===== src/sv/pdrs_pkg.sv =====
// Shared types and constants for the priority memory request scheduler.
// No dependencies; the fifo, the divider and the top level refer to it by scoped names; the bench imports it.
package pdrs_pkg;

	// Queue geometry
	localparam int QUEUE_DEPTH = 16;
	localparam int QADDR_W     = (QUEUE_DEPTH > 1) ? $clog2(QUEUE_DEPTH) : 1;
	localparam int QCNT_W      = $clog2(QUEUE_DEPTH + 1);

	// Field widths
	localparam int TAG_W   = 32;
	localparam int SIZE_W  = 20;
	localparam int OWNER_W = 4;
	localparam int BUSY_W  = 48;

	// Configuration register widths
	localparam int CLAT_W  = 10;
	localparam int DLAT_W  = 12;
	localparam int BPC_W   = 11;
	localparam int CFG_IDX_W  = 2;
	localparam int CFG_DATA_W = 12;

	// Divider: dividend is size + bandwidth - 1
	localparam int NUM_W  = 21;
	localparam int DIV_W  = BPC_W;
	localparam int STEP_W = $clog2(NUM_W);

	// Remaining service cycles
	localparam int CL_W = 21;

	// Command codes
	localparam logic CMD_PUSH = 1'b0;
	localparam logic CMD_TICK = 1'b1;

	// Configuration register indexes
	localparam logic [CFG_IDX_W-1:0] CFG_CACHE_LAT = 2'd0;
	localparam logic [CFG_IDX_W-1:0] CFG_DRAM_LAT  = 2'd1;
	localparam logic [CFG_IDX_W-1:0] CFG_BPC       = 2'd2;

	typedef struct packed {
		logic               command;
		logic [TAG_W-1:0]   request_tag;
		logic [SIZE_W-1:0]  size_bytes;
		logic               high_priority;
		logic [OWNER_W-1:0] owner_id;
	} req_t;

	typedef struct packed {
		logic               completed;
		logic [TAG_W-1:0]   done_tag;
		logic [SIZE_W-1:0]  done_size;
		logic               done_priority;
		logic [OWNER_W-1:0] done_owner;
		logic               overflow;
		logic               unit_busy;
		logic [BUSY_W-1:0]  busy_total;
	} rsp_t;

	// One queued memory request
	typedef struct packed {
		logic [TAG_W-1:0]   tag;
		logic [SIZE_W-1:0]  size;
		logic               prio;
		logic [OWNER_W-1:0] owner;
	} entry_t;

	// Queue status seen by the sequencer
	typedef struct packed {
		logic full;
		logic nonempty;
	} fifo_stat_t;

endpackage


===== src/sv/pdrs_ram.sv =====
// Generic single-write, single-read RAM with registered read data.
// No dependencies.
module pdrs_ram #(
	parameter int WIDTH = 8,
	parameter int DEPTH = 16
) (
	input  logic                                   clk,
	input  logic                                   we,
	input  logic [((DEPTH > 1) ? $clog2(DEPTH) : 1)-1:0] waddr,
	input  logic [WIDTH-1:0]                       wdata,
	input  logic [((DEPTH > 1) ? $clog2(DEPTH) : 1)-1:0] raddr,
	output logic [WIDTH-1:0]                       rdata
);

	logic [WIDTH-1:0] mem_q [DEPTH];

	always_ff @(posedge clk) begin
		if (we) begin
			mem_q[waddr] <= wdata;
		end
		rdata <= mem_q[raddr];
	end

endmodule


===== src/sv/pdrs_fifo.sv =====
// Request queue: head/tail/count pointers around one pdrs_ram instance.
// Depends on pdrs_pkg and pdrs_ram. Head data appears in the cycle after the read.
module pdrs_fifo (
	input  logic                  clk,
	input  logic                  arst_n,
	input  logic                  push,
	input  logic                  pop,
	input  pdrs_pkg::entry_t      push_data,
	output pdrs_pkg::entry_t      head_data,
	output pdrs_pkg::fifo_stat_t  stat
);

	logic [pdrs_pkg::QADDR_W-1:0] head_q;
	logic [pdrs_pkg::QADDR_W-1:0] tail_q;
	logic [pdrs_pkg::QCNT_W-1:0]  count_q;

	function automatic logic [pdrs_pkg::QADDR_W-1:0] wrap_inc(
		input logic [pdrs_pkg::QADDR_W-1:0] p
	);
		if (p == pdrs_pkg::QADDR_W'(pdrs_pkg::QUEUE_DEPTH - 1)) begin
			return '0;
		end
		return p + pdrs_pkg::QADDR_W'(1);
	endfunction

	assign stat.full     = (count_q == pdrs_pkg::QCNT_W'(pdrs_pkg::QUEUE_DEPTH));
	assign stat.nonempty = (count_q != '0);

	always_ff @(posedge clk or negedge arst_n) begin
		if (!arst_n) begin
			head_q  <= '0;
			tail_q  <= '0;
			count_q <= '0;
		end else begin
			if (push) begin
				tail_q <= wrap_inc(tail_q);
			end
			if (pop) begin
				head_q <= wrap_inc(head_q);
			end
			if (push && !pop) begin
				count_q <= count_q + pdrs_pkg::QCNT_W'(1);
			end else if (pop && !push) begin
				count_q <= count_q - pdrs_pkg::QCNT_W'(1);
			end
		end
	end

	pdrs_ram #(
		.WIDTH($bits(pdrs_pkg::entry_t)),
		.DEPTH(pdrs_pkg::QUEUE_DEPTH)
	) u_ram (
		.clk   (clk),
		.we    (push),
		.waddr (tail_q),
		.wdata (push_data),
		.raddr (head_q),
		.rdata (head_data)
	);

endmodule


===== src/sv/pdrs_div.sv =====
// Restoring serial divider, one quotient bit per cycle.
// Depends on pdrs_pkg. Quotient is valid while done is high.
module pdrs_div (
	input  logic                       clk,
	input  logic                       arst_n,
	input  logic                       start,
	input  logic [pdrs_pkg::NUM_W-1:0] dividend,
	input  logic [pdrs_pkg::DIV_W-1:0] divisor,
	output logic                       done,
	output logic [pdrs_pkg::NUM_W-1:0] quotient
);

	logic                        busy_q;
	logic                        done_q;
	logic [pdrs_pkg::STEP_W-1:0] cnt_q;
	logic [pdrs_pkg::DIV_W-1:0]  rem_q;
	logic [pdrs_pkg::NUM_W-1:0]  quot_q;
	logic [pdrs_pkg::DIV_W-1:0]  dvs_q;

	logic [pdrs_pkg::DIV_W:0]    trial;
	logic [pdrs_pkg::DIV_W:0]    diff;
	logic                        ge;

	// Shift the next dividend bit into the partial remainder and try to subtract
	assign trial = {rem_q, quot_q[pdrs_pkg::NUM_W-1]};
	assign diff  = trial - {1'b0, dvs_q};
	assign ge    = (trial >= {1'b0, dvs_q});

	assign done     = done_q;
	assign quotient = quot_q;

	always_ff @(posedge clk or negedge arst_n) begin
		if (!arst_n) begin
			busy_q <= 1'b0;
			done_q <= 1'b0;
			cnt_q  <= '0;
		end else begin
			if (start) begin
				busy_q <= 1'b1;
				done_q <= 1'b0;
				cnt_q  <= '0;
			end else if (busy_q) begin
				cnt_q <= cnt_q + pdrs_pkg::STEP_W'(1);
				if (cnt_q == pdrs_pkg::STEP_W'(pdrs_pkg::NUM_W - 1)) begin
					busy_q <= 1'b0;
					done_q <= 1'b1;
				end else begin
					done_q <= 1'b0;
				end
			end else begin
				done_q <= 1'b0;
			end
		end
	end

	always_ff @(posedge clk) begin
		if (start) begin
			rem_q  <= '0;
			quot_q <= dividend;
			dvs_q  <= divisor;
		end else if (busy_q) begin
			rem_q  <= ge ? diff[pdrs_pkg::DIV_W-1:0] : trial[pdrs_pkg::DIV_W-1:0];
			quot_q <= {quot_q[pdrs_pkg::NUM_W-2:0], ge};
		end
	end

endmodule


===== src/sv/priority_dram_request_scheduler_unit.sv =====
// Top level of the two-level strict-priority memory request scheduler.
// Depends on pdrs_pkg, pdrs_fifo (two queues) and pdrs_div (transfer time).
//
//   channel | direction | handshake           | payload
//   --------+-----------+---------------------+-----------------------------
//   in      | input     | in_valid / in_stall   | in_req  (pdrs_pkg::req_t)
//   out     | output    | out_valid / out_stall | out_rsp (pdrs_pkg::rsp_t)
//   cfg     | input     | cfg_valid / cfg_ready | cfg_index, cfg_data
//
// A push or a tick that does not start a request is accepted, then loads the
// output register. A tick that starts a request first passes the load and
// divide states, where the serial divider works out ceil(size / bandwidth).
// One request is in flight at a time; in_stall is high until its result is
// loaded into the output register, and a full output register under
// out_stall holds the sequencer in the emit state. Reset clears the queue
// pointers, service state, busy counter and the configuration to its defaults.
module priority_dram_request_scheduler_unit (
	input  logic                           clk,
	input  logic                           arst_n,
	input  logic                           in_valid,
	output logic                           in_stall,
	input  pdrs_pkg::req_t                 in_req,
	output logic                           out_valid,
	input  logic                           out_stall,
	output pdrs_pkg::rsp_t                 out_rsp,
	input  logic                           cfg_valid,
	output logic                           cfg_ready,
	input  logic [pdrs_pkg::CFG_IDX_W-1:0] cfg_index,
	input  logic [pdrs_pkg::CFG_DATA_W-1:0] cfg_data
);

	typedef enum logic [1:0] {
		ST_IDLE,
		ST_LOAD,
		ST_DIV,
		ST_EMIT
	} state_t;

	state_t state_q;

	// Configuration
	logic [pdrs_pkg::CLAT_W-1:0] cache_lat_q;
	logic [pdrs_pkg::DLAT_W-1:0] dram_lat_q;
	logic [pdrs_pkg::BPC_W-1:0]  bpc_q;

	// Service state
	logic                        serving_q;
	logic [pdrs_pkg::CL_W-1:0]   cycles_left_q;
	pdrs_pkg::entry_t            active_q;
	logic [pdrs_pkg::BUSY_W-1:0] busy_q;
	logic                        sel_high_q;

	// Per-request result flags
	logic completed_q;
	logic overflow_q;

	// Output register
	logic           out_valid_q;
	pdrs_pkg::rsp_t out_rsp_q;

	// Queues
	pdrs_pkg::entry_t     push_entry;
	pdrs_pkg::entry_t     hi_head;
	pdrs_pkg::entry_t     lo_head;
	pdrs_pkg::entry_t     head_sel;
	pdrs_pkg::fifo_stat_t hi_stat;
	pdrs_pkg::fifo_stat_t lo_stat;
	logic                 hi_push;
	logic                 lo_push;
	logic                 hi_pop;
	logic                 lo_pop;

	// Control decode
	logic acc;
	logic is_push;
	logic is_tick;
	logic emit_load;
	logic [pdrs_pkg::CL_W-1:0] cl_dec;

	// Divider
	logic                       div_start;
	logic                       div_done;
	logic [pdrs_pkg::NUM_W-1:0] div_num;
	logic [pdrs_pkg::DIV_W-1:0] bw_eff;
	logic [pdrs_pkg::NUM_W-1:0] div_quot;
	logic [pdrs_pkg::NUM_W-1:0] xfer;
	logic [pdrs_pkg::CL_W-1:0]  service_cycles;

	assign in_stall  = (state_q != ST_IDLE);
	assign cfg_ready = 1'b1;
	assign out_valid = out_valid_q;
	assign out_rsp   = out_rsp_q;

	assign acc     = in_valid && !in_stall;
	assign is_push = acc && (in_req.command == pdrs_pkg::CMD_PUSH);
	assign is_tick = acc && (in_req.command == pdrs_pkg::CMD_TICK);

	// Route a push to its queue; drop it when that queue is full
	assign push_entry.tag   = in_req.request_tag;
	assign push_entry.size  = in_req.size_bytes;
	assign push_entry.prio  = in_req.high_priority;
	assign push_entry.owner = in_req.owner_id;

	assign hi_push = is_push && in_req.high_priority && !hi_stat.full;
	assign lo_push = is_push && !in_req.high_priority && !lo_stat.full;

	// Idle tick: strict priority, high queue first
	assign hi_pop = is_tick && !serving_q && hi_stat.nonempty;
	assign lo_pop = is_tick && !serving_q && !hi_stat.nonempty && lo_stat.nonempty;

	assign head_sel = sel_high_q ? hi_head : lo_head;

	// Transfer time = ceil(size / bw) as floor((size + bw - 1) / bw)
	assign bw_eff    = (bpc_q == '0) ? pdrs_pkg::DIV_W'(1) : bpc_q;
	assign div_num   = pdrs_pkg::NUM_W'(head_sel.size) + pdrs_pkg::NUM_W'(bw_eff)
		- pdrs_pkg::NUM_W'(1);
	assign div_start = (state_q == ST_LOAD);

	assign xfer = (div_quot == '0) ? pdrs_pkg::NUM_W'(1) : div_quot;
	assign service_cycles = pdrs_pkg::CL_W'(cache_lat_q) + pdrs_pkg::CL_W'(dram_lat_q)
		+ pdrs_pkg::CL_W'(xfer);

	assign cl_dec = (cycles_left_q != '0) ? (cycles_left_q - pdrs_pkg::CL_W'(1))
		: cycles_left_q;

	assign emit_load = (state_q == ST_EMIT) && (!out_valid_q || !out_stall);

	pdrs_fifo u_hi_q (
		.clk       (clk),
		.arst_n    (arst_n),
		.push      (hi_push),
		.pop       (hi_pop),
		.push_data (push_entry),
		.head_data (hi_head),
		.stat      (hi_stat)
	);

	pdrs_fifo u_lo_q (
		.clk       (clk),
		.arst_n    (arst_n),
		.push      (lo_push),
		.pop       (lo_pop),
		.push_data (push_entry),
		.head_data (lo_head),
		.stat      (lo_stat)
	);

	pdrs_div u_div (
		.clk      (clk),
		.arst_n   (arst_n),
		.start    (div_start),
		.dividend (div_num),
		.divisor  (bw_eff),
		.done     (div_done),
		.quotient (div_quot)
	);

	always_ff @(posedge clk or negedge arst_n) begin
		if (!arst_n) begin
			state_q       <= ST_IDLE;
			cache_lat_q   <= pdrs_pkg::CLAT_W'(10);
			dram_lat_q    <= pdrs_pkg::DLAT_W'(100);
			bpc_q         <= pdrs_pkg::BPC_W'(64);
			serving_q     <= 1'b0;
			cycles_left_q <= '0;
			active_q      <= '0;
			busy_q        <= '0;
			sel_high_q    <= 1'b0;
			completed_q   <= 1'b0;
			overflow_q    <= 1'b0;
			out_valid_q   <= 1'b0;
			out_rsp_q     <= '0;
		end else begin
			// The user writes configuration only while idle; the block does not enforce it
			if (cfg_valid && cfg_ready) begin
				case (cfg_index)
					pdrs_pkg::CFG_CACHE_LAT: cache_lat_q <= cfg_data[pdrs_pkg::CLAT_W-1:0];
					pdrs_pkg::CFG_DRAM_LAT:  dram_lat_q  <= cfg_data[pdrs_pkg::DLAT_W-1:0];
					pdrs_pkg::CFG_BPC:       bpc_q       <= cfg_data[pdrs_pkg::BPC_W-1:0];
					default: ;
				endcase
			end

			// Drop the output once taken, unless a new result loads this cycle
			if (!out_stall && !emit_load) begin
				out_valid_q <= 1'b0;
			end

			case (state_q)
				ST_IDLE: begin
					if (acc) begin
						if (is_push) begin
							completed_q <= 1'b0;
							overflow_q  <= in_req.high_priority ? hi_stat.full : lo_stat.full;
							state_q     <= ST_EMIT;
						end else if (serving_q) begin
							// Count the busy tick and advance the service countdown
							if (busy_q != '1) begin
								busy_q <= busy_q + pdrs_pkg::BUSY_W'(1);
							end
							cycles_left_q <= cl_dec;
							serving_q     <= (cl_dec != '0);
							completed_q   <= (cl_dec == '0);
							overflow_q    <= 1'b0;
							state_q       <= ST_EMIT;
						end else begin
							// Head read is in flight; pick it up next cycle
							completed_q <= 1'b0;
							overflow_q  <= 1'b0;
							sel_high_q  <= hi_stat.nonempty;
							state_q     <= (hi_stat.nonempty || lo_stat.nonempty) ? ST_LOAD
								: ST_EMIT;
						end
					end
				end
				ST_LOAD: begin
					active_q <= head_sel;
					state_q  <= ST_DIV;
				end
				ST_DIV: begin
					if (div_done) begin
						cycles_left_q <= service_cycles;
						serving_q     <= 1'b1;
						state_q       <= ST_EMIT;
					end
				end
				ST_EMIT: begin
					if (emit_load) begin
						out_valid_q             <= 1'b1;
						out_rsp_q.completed     <= completed_q;
						out_rsp_q.done_tag      <= completed_q ? active_q.tag : '0;
						out_rsp_q.done_size     <= completed_q ? active_q.size : '0;
						out_rsp_q.done_priority <= completed_q ? active_q.prio : 1'b0;
						out_rsp_q.done_owner    <= completed_q ? active_q.owner : '0;
						out_rsp_q.overflow      <= overflow_q;
						out_rsp_q.unit_busy     <= serving_q || hi_stat.nonempty
							|| lo_stat.nonempty;
						out_rsp_q.busy_total    <= busy_q;
						state_q                 <= ST_IDLE;
					end
				end
				default: begin
					state_q <= ST_IDLE;
				end
			endcase
		end
	end

	// The divider only finishes while the sequencer waits for it
	a_div_done_in_div: assert property (@(posedge clk) disable iff (!arst_n)
		div_done |-> (state_q == ST_DIV))
		else $error("divider finished outside the divide state");

	// A request in service always has a nonzero remaining-cycle count
	a_serving_nonzero: assert property (@(posedge clk) disable iff (!arst_n)
		serving_q |-> (cycles_left_q != '0))
		else $error("serving with no cycles left");

	// An idle tick with a queued request starts the head read
	a_idle_tick_starts: assert property (@(posedge clk) disable iff (!arst_n)
		(is_tick && !serving_q && (hi_stat.nonempty || lo_stat.nonempty))
		|=> (state_q == ST_LOAD))
		else $error("idle tick with queued request did not start service");

endmodule


===== config.mk =====
export PLATFORM = sky130hd
export DESIGN_NAME = priority_dram_request_scheduler_unit
export DESIGN_NICKNAME = d
export VERILOG_FILES = /design/src/sv/pdrs_pkg.sv /design/src/sv/pdrs_ram.sv /design/src/sv/pdrs_fifo.sv /design/src/sv/pdrs_div.sv /design/src/sv/priority_dram_request_scheduler_unit.sv
export SDC_FILE = /design/constraint.sdc
export NUM_CORES = 2
export LEC_CHECK = 0
export BUFFER_PORTS_ARGS = -buffer_cell sky130_fd_sc_hd__buf_2
export CORE_MARGIN = 3
export CORE_UTILIZATION = 59
export CTS_BUF_LIST = sky130_fd_sc_hd__clkbuf_8
export DETAILED_ROUTE_END_ITERATION = 8
export GPL_TIMING_DRIVEN = 1
export PLACE_DENSITY_LB_ADDON = 0.25
export SETUP_SLACK_MARGIN = 0.2
export SYNTH_ARGS = -nofsm -noshare
export SYNTH_HDL_FRONTEND = slang
export SYNTH_SLANG_ARGS = --single-unit

===== constraint.sdc =====
create_clock -name clk -period 6 [get_ports clk]
set_input_delay 1.2 -clock clk [delete_from_list [all_inputs] [get_ports clk]]
set_output_delay 1.2 -clock clk [all_outputs]
set_load 0.03 [all_outputs]

After elaboration in Yosys (flattened, before gate mapping). Memories as Yosys holds them, arrays and structs flattened. A register that Yosys moved wholly into a read port is not among the register bits. Index checks and enable logic that the tools add are counted.

Add/subtract/negate cells: 16. Order comparisons: 1. Equal/unequal tests: 18. Muxes and demuxes: 67. Bitwise logic cells: 3. Reductions and logical operators: 58.

Operators with widths (number): $mux W21 (8); $mux W57 (1); $add A48 B1 Y48 const B (1); $ne A48 B48 Y1 const B (1); $logic_not A21 Y1 (2); $pmux W21 S2 (1); $reduce_bool A21 Y1 (2); $sub A21 B1 Y21 const B (2); $mux W4 (9); $mux W32 (1); $mux W1 (30); $mux W5 (6); $mux W11 (2); $add A13 B21 Y21 (1); $add A20 B11 Y21 (1); $mux W20 (1); $logic_and A1 B1 Y1 (17); $add A4 B1 Y4 const B (4); $eq A4 B4 Y1 const B (4); $add A5 B1 Y5 const B (3); $eq A5 B5 Y1 const B (3); $add A10 B12 Y13 (1); $logic_not A1 Y1 (13); $ge A12 B11 Y1 (1); other kinds (19) (48).

Register bits after elaboration: 350. Memory bits (writable): 1824. Bits of input ports: 77. Output and inout bits: 111. Logic and storage cells: 200. Memories kept: 2.

Memories: u_hi_q.u_ram.mem_q (depth 16, width 57, rd ports 1, clocked after Yosys merged registers in 1, wr ports 1, line pdrs_ram.sv:15) `logic [WIDTH-1:0] mem_q [DEPTH];`; u_lo_q.u_ram.mem_q (depth 16, width 57, rd ports 1, clocked after Yosys merged registers in 1, wr ports 1, line pdrs_ram.sv:15).

Longest topological paths before layout.
Depth in word-level cells: 10. Depth in mapped cells: 16. Depth with buffers taken out: 15.

By module. From an unflattened synthesis, not the netlist that was laid out.

Cells, all modules: 4757. Area, all modules: 88995.4 µm².

By module, submodules not included: pdrs_ram (instances 2, cells an instance 1470, area an instance 35252.6 µm², sequential area each 28527.4 µm²); priority_dram_request_scheduler_unit (instances 1, cells an instance 1449, area an instance 14287.5 µm², sequential area each 6864.1 µm²); pdrs_div (instances 1, cells an instance 224, area an instance 2706.3 µm², sequential area each 1356.3 µm²); pdrs_fifo (instances 2, cells an instance 72, area an instance 748.2 µm², sequential area each 325.3 µm²).

Worst setup path after synthesis. OpenSTA, ideal clock, no wires.

Kind: input to register. From: input in_valid. To: memory u_lo_q.u_ram.mem_q[2][0] (netlist name), enable pin. Setup time: 0.542 ns. Data arrival time: 6.076 ns. Data required time: 5.458 ns. Path slack: -0.618 ns. Stages on the path: 5. Buffers on the path: 1. Cells stage by stage: nand2_1 a2111oi_0 clkbuf_1 nand2_1 nor3_1.

Word-level cells in the longest chain between the ends: 6.

Ends and longest elaborated chain: start, declared (line priority_dram_request_scheduler_unit.sv:20) `input logic in_valid,`; $logic_and A1 B1 Y1 (line priority_dram_request_scheduler_unit.sv:94) `assign acc = in_valid && !in_stall;`; $logic_and A1 B1 Y1 (line priority_dram_request_scheduler_unit.sv:95) `assign is_push = acc && (in_req.command == pdrs_pkg::CMD_PUSH);`; $logic_and A1 B1 Y1 (2 in series) (line priority_dram_request_scheduler_unit.sv:105) `assign lo_push = is_push && !in_req.high_priority && !lo_stat.full;`; via lo_push (line priority_dram_request_scheduler_unit.sv:69) `logic lo_push;`; $mux W1 (line pdrs_ram.sv:18) `if (we) begin`; $mux W1 (implied by the code) (line pdrs_ram.sv:19) `mem_q[waddr] <= wdata;`; end, declared (line pdrs_ram.sv:15).

The timed path passes the listed nets, and every way through them passes these cells.

Worst setup path in the final report.
From: register state_q[1]. To: memory u_hi_q.u_ram.mem_q[7][38] (netlist name), enable pin.

Word-level cells in the longest chain between the ends: 8.

Ends and longest elaborated chain: start, declared (line priority_dram_request_scheduler_unit.sv:39) `state_t state_q;`; start signal, assigned (line priority_dram_request_scheduler_unit.sv:211) `state_q <= (hi_stat.nonempty || lo_stat.nonempty) ? ST_LOAD`; $reduce_bool A2 Y1 (line priority_dram_request_scheduler_unit.sv:89) `assign in_stall = (state_q != ST_IDLE);`; $logic_not A1 Y1 (line priority_dram_request_scheduler_unit.sv:94); $logic_and A1 B1 Y1 (line priority_dram_request_scheduler_unit.sv:94); $logic_and A1 B1 Y1 (line priority_dram_request_scheduler_unit.sv:95); $logic_and A1 B1 Y1 (2 in series) (line priority_dram_request_scheduler_unit.sv:104) `assign hi_push = is_push && in_req.high_priority && !hi_stat.full;`; $mux W1 (line pdrs_ram.sv:18); $mux W1 (implied by the code) (line pdrs_ram.sv:19); end, declared (line pdrs_ram.sv:15).

Every way passes these cells.

==> flow_summary.json <==
{
  "cp-end-kind": "register",
  "drv_slew": 0,
  "htreeDepth": 5,
  "synth_top_family_by_area": "multiplexers",
  "cts_hold_buf": 0,
  "cp.required_ns": 6.60,
  "register_area_mm2": 0.0660,
  "drtIter0Drc": 5798,
  "fin_ws_ns": 1.67,
  "relSlewSlack": 0.150,
  "fin_skew_ns": 0.0770,
  "crit_type": "register to register",
  "hold_path_class": "primary input to async pin",
  "ys_seq_elements": 2288,
  "reg2reg_depth": 9,
  "cts_buffers": 368,
  "muxShareOfSynthArea": 0.130,
  "ir_drop_mv": 0.292,
  "rows": 142,
  "synthCells": 5344,
  "max_freq_ghz": 0.231,
  "die_w_um": 397,
  "drtPass1Iterations": 5,
  "worst_r2r_startpoint": "state_q[1]$_DFFE_PN0P_",
  "clock_sinks": 2288,
  "cp_slowest_cell": "a21oi_1",
  "post_drt_via_cell_ratio": 6.30,
  "reg2reg_to": "u_hi_q.u_ram.mem_q[7][38]$_DFFE_PP_",
  "root_buffer": "clkbuf_8",
  "fillers": 9975,
  "grt_usage": 0.278,
  "area_growth_pct": 11.6,
  "io_pins": 188,
  "drive_above_1_share": 0.214,
  "yosys.area_share.simple": 0.0368,
  "grt_overflow": 0,
  "crit_fanout": 37,
  "start_util": 0.598,
  "post_drt_wl_per_cell_um": 27.3,
  "hold_violations": 0,
  "ys_seq_area_frac": 0.730,
  "final_antenna_net_count": 0,
  "synthAdderAreaFrac": 0.0147,
  "path_common_cell": "nand2_1",
  "syn-num-nets": 5518,
  "dp_hpwl_um": 123000,
  "grt_max_degree": 168,
  "cts_tree": "built",
  "crit_buf_inv": 2,
  "design.die.area_mm2": 0.158,
  "startpoint": "state_q[1]$_DFFE_PN0P_",
  "grt_pass1_vias": 50000,
  "synth.avg_cell_area_um2": 16.9,
  "ff2ff_setup_slack_ns": 1.67,
  "cp_cell_sequence": "inv_1 > ha_1 > nand2_1 > nor2_1 > nand2_1 > a21oi_1 > nand2_1 > nor2_4 > buf_4",
  "cts_setup_buffers": 0,
  "ys_async_sr_fraction": 0.134,
  "crit_path_max_incr_delay_ns": 0.96,
  "globalplace.congestion": 0.858,
  "cp.arrival_ns": 4.93,
  "clk_latency_ns": 1.03,
  "min_period_ns": 4.33,
  "synth_ff_type": "edfxtp_1",
  "post_cts_resized": 0,
  "place_ws_ns": 1.41,
  "setup_viol": 0,
  "drc": 0,
  "clock_path_buffers": 4,
  "tightest_slew_ns": 1.27,
  "power_density_mw_per_mm2": 398,
  "critPathLaunchType": "register",
  "vias": 50500,
  "ys_types": 83,
  "fin_crit_sh": 0.722,
  "synth_area_mm2": 0.0903,
  "multi_input_area_mm2": 0.0231,
  "grt_pass1_wl_um": 325000,
  "leakage_nw": 34.9,
  "synth_compound_area_frac": 0.0614,
  "status": "finished clean",
  "die_h_um": 397,
  "drv_cap": 0,
  "port_buffers": 186,
  "rsz0062_at_grt": "false",
  "nets": 5875,
  "synth_xor_area_frac": 0.00980,
  "synth_edf_count": 1856,
  "coreArea_mm2": 0.151,
  "wirelength_um": 218000,
  "antenna_found_initial": 11,
  "finalSetupTns_ns": 0,
  "crit_family": "simple AND/OR/NAND/NOR gates",
  "cts.clk_slew.worst_paths_ns": 0.06,
  "ys_warn_count": 0
}
## worst max-delay path by stage
stage          slack [ns]  cells past startpoint                                   end
2_1_floorplan        0.91                      5   u_lo_q.u_ram.mem_q[14][0]$_DFFE_PP_
3_3_place_gp         1.46                      8  u_hi_q.u_ram.mem_q[15][38]$_DFFE_PP_
3_5_place_dp         1.41                      8   u_hi_q.u_ram.mem_q[7][47]$_DFFE_PP_
4_1_cts              1.80                      9   u_hi_q.u_ram.mem_q[7][38]$_DFFE_PP_
5_1_grt              1.47                      9   u_hi_q.u_ram.mem_q[7][38]$_DFFE_PP_
6_report             1.67                      9   u_hi_q.u_ram.mem_q[7][38]$_DFFE_PP_
## registers in the layout, indices dropped and copies added (netlist names), 5 cells and up
register            flops
u_hi_q.count_q          5
busy_q                 48
u_lo_q.u_ram.mem_q    912
u_hi_q.u_ram.rdata     57
u_lo_q.u_ram.rdata     57
bpc_q                  11
cache_lat_q            10
u_div.cnt_q             5
u_div.rem_q            11
u_div.dvs_q            11
u_div.quotient         21
u_hi_q.u_ram.mem_q    912
cycles_left_q          21
u_lo_q.count_q          5
dram_lat_q             12
out_rsp               108
active_q               57
## cells in the final DEF, fill, tap and decap left out, drive strengths merged, types with 8 or more instances in the layout
| cell | count |
|---|---|
| nor2b | 16 |
| ha | 82 |
| a221oi | 116 |
| clkinv | 101 |
| mux4 | 228 |
| nor4 | 17 |
| clkbuf | 415 |
| xor2 | 32 |
| and3 | 17 |
| nand2 | 324 |
| a31oi | 11 |
| and4 | 8 |
| a211oi | 13 |
| inv | 213 |
| xnor2 | 69 |
| mux2i | 410 |
| or3 | 8 |
| a21oi | 220 |
| dfxtp | 125 |
| o21ai | 325 |
| nand3 | 50 |
| a22oi | 116 |
| nor2 | 163 |
| a21o | 16 |
| edfxtp | 1856 |
| and2 | 17 |
| nor3 | 30 |
| nand4 | 28 |
| mux2 | 220 |
| buf | 285 |
| nand2b | 14 |
| dfrtp | 301 |
| o22ai | 11 |
| fa | 15 |
## power breakdown
part | leakage (nW) | internal [mW] | switching, mW
clock network | 3.95 | 6.48 | 5.89
logic | 9.30 | 3.80 | 4.91
registers | 21.7 | 18.2 | 0.872
## kinds of logic (layout without fill, tap and decap cells)
family	after synthesis	after routing
muxes	858	858
and+or+nand+nor	719	719
xor gates and xnor gates	101	101
adders and majority gates	97	97
AOI/OAI and AO/OA	893	893
DFF	2288	2288
buffers and inverters	387	1025
other	1	5
## through the flow
stage               std cells  total power [mW]   util  hold slack [ns]  instance area [um^2]
global placement         7347              27.9  0.623            0.458                 93900
floorplan                5344              25.5      -            0.451                 90300
CTS                      7998              40.4  0.668            0.115                101000
global route             7999              42.0  0.668            0.166                101000
detailed placement       7347              28.0  0.623            0.464                 93900
finish                   8002              40.1  0.668            0.167                101000
## final cells by class
| class | instances | share of cell area |
|---|---|---|
| multi-input cells | 2669 | 0.230 |
| diodes | 4 | 0.0000994 |
| clock inverters | 236 | 0.0109 |
| clock buffers | 415 | 0.0567 |
| flip-flops and latches | 2288 | 0.655 |
| well taps | 2016 | 0.0250 |
| inverters | 89 | 0.00332 |
| repair buffers | 285 | 0.0195 |
## synth_stat cells (all sizes together) (16+ instances only)
library cell  number  area share
a21oi            220       0.012
xnor2             69      0.0067
nor2             163      0.0068
dfxtp            125       0.028
nor2b             16      0.0011
nor4              17      0.0013
and3              17      0.0012
o21ai            325       0.018
clkbuf           207      0.0087
xor2              32      0.0031
a221oi           116       0.011
edfxtp          1856        0.62
nand3             50      0.0028
dfrtp            301       0.083
and2              17      0.0012
nand4             28      0.0021
inv               88      0.0037
nor3              30      0.0020
buf               91      0.0046
a22oi            116      0.0096
mux4             228       0.057
ha                82       0.011
nand2            324       0.013
mux2             220       0.027
mux2i            410       0.045
a21o              16      0.0013
## per-layer routing
metal  GRT usage  up-vias  wire length [um]
met2       0.432     2466            103000
met1       0.405    25900             89600
met5           0        -                 0
li1            -    21700                 -
met3      0.0546      406             19800
met4      0.0849        0              5660
(Power assumes the default switching activity.)
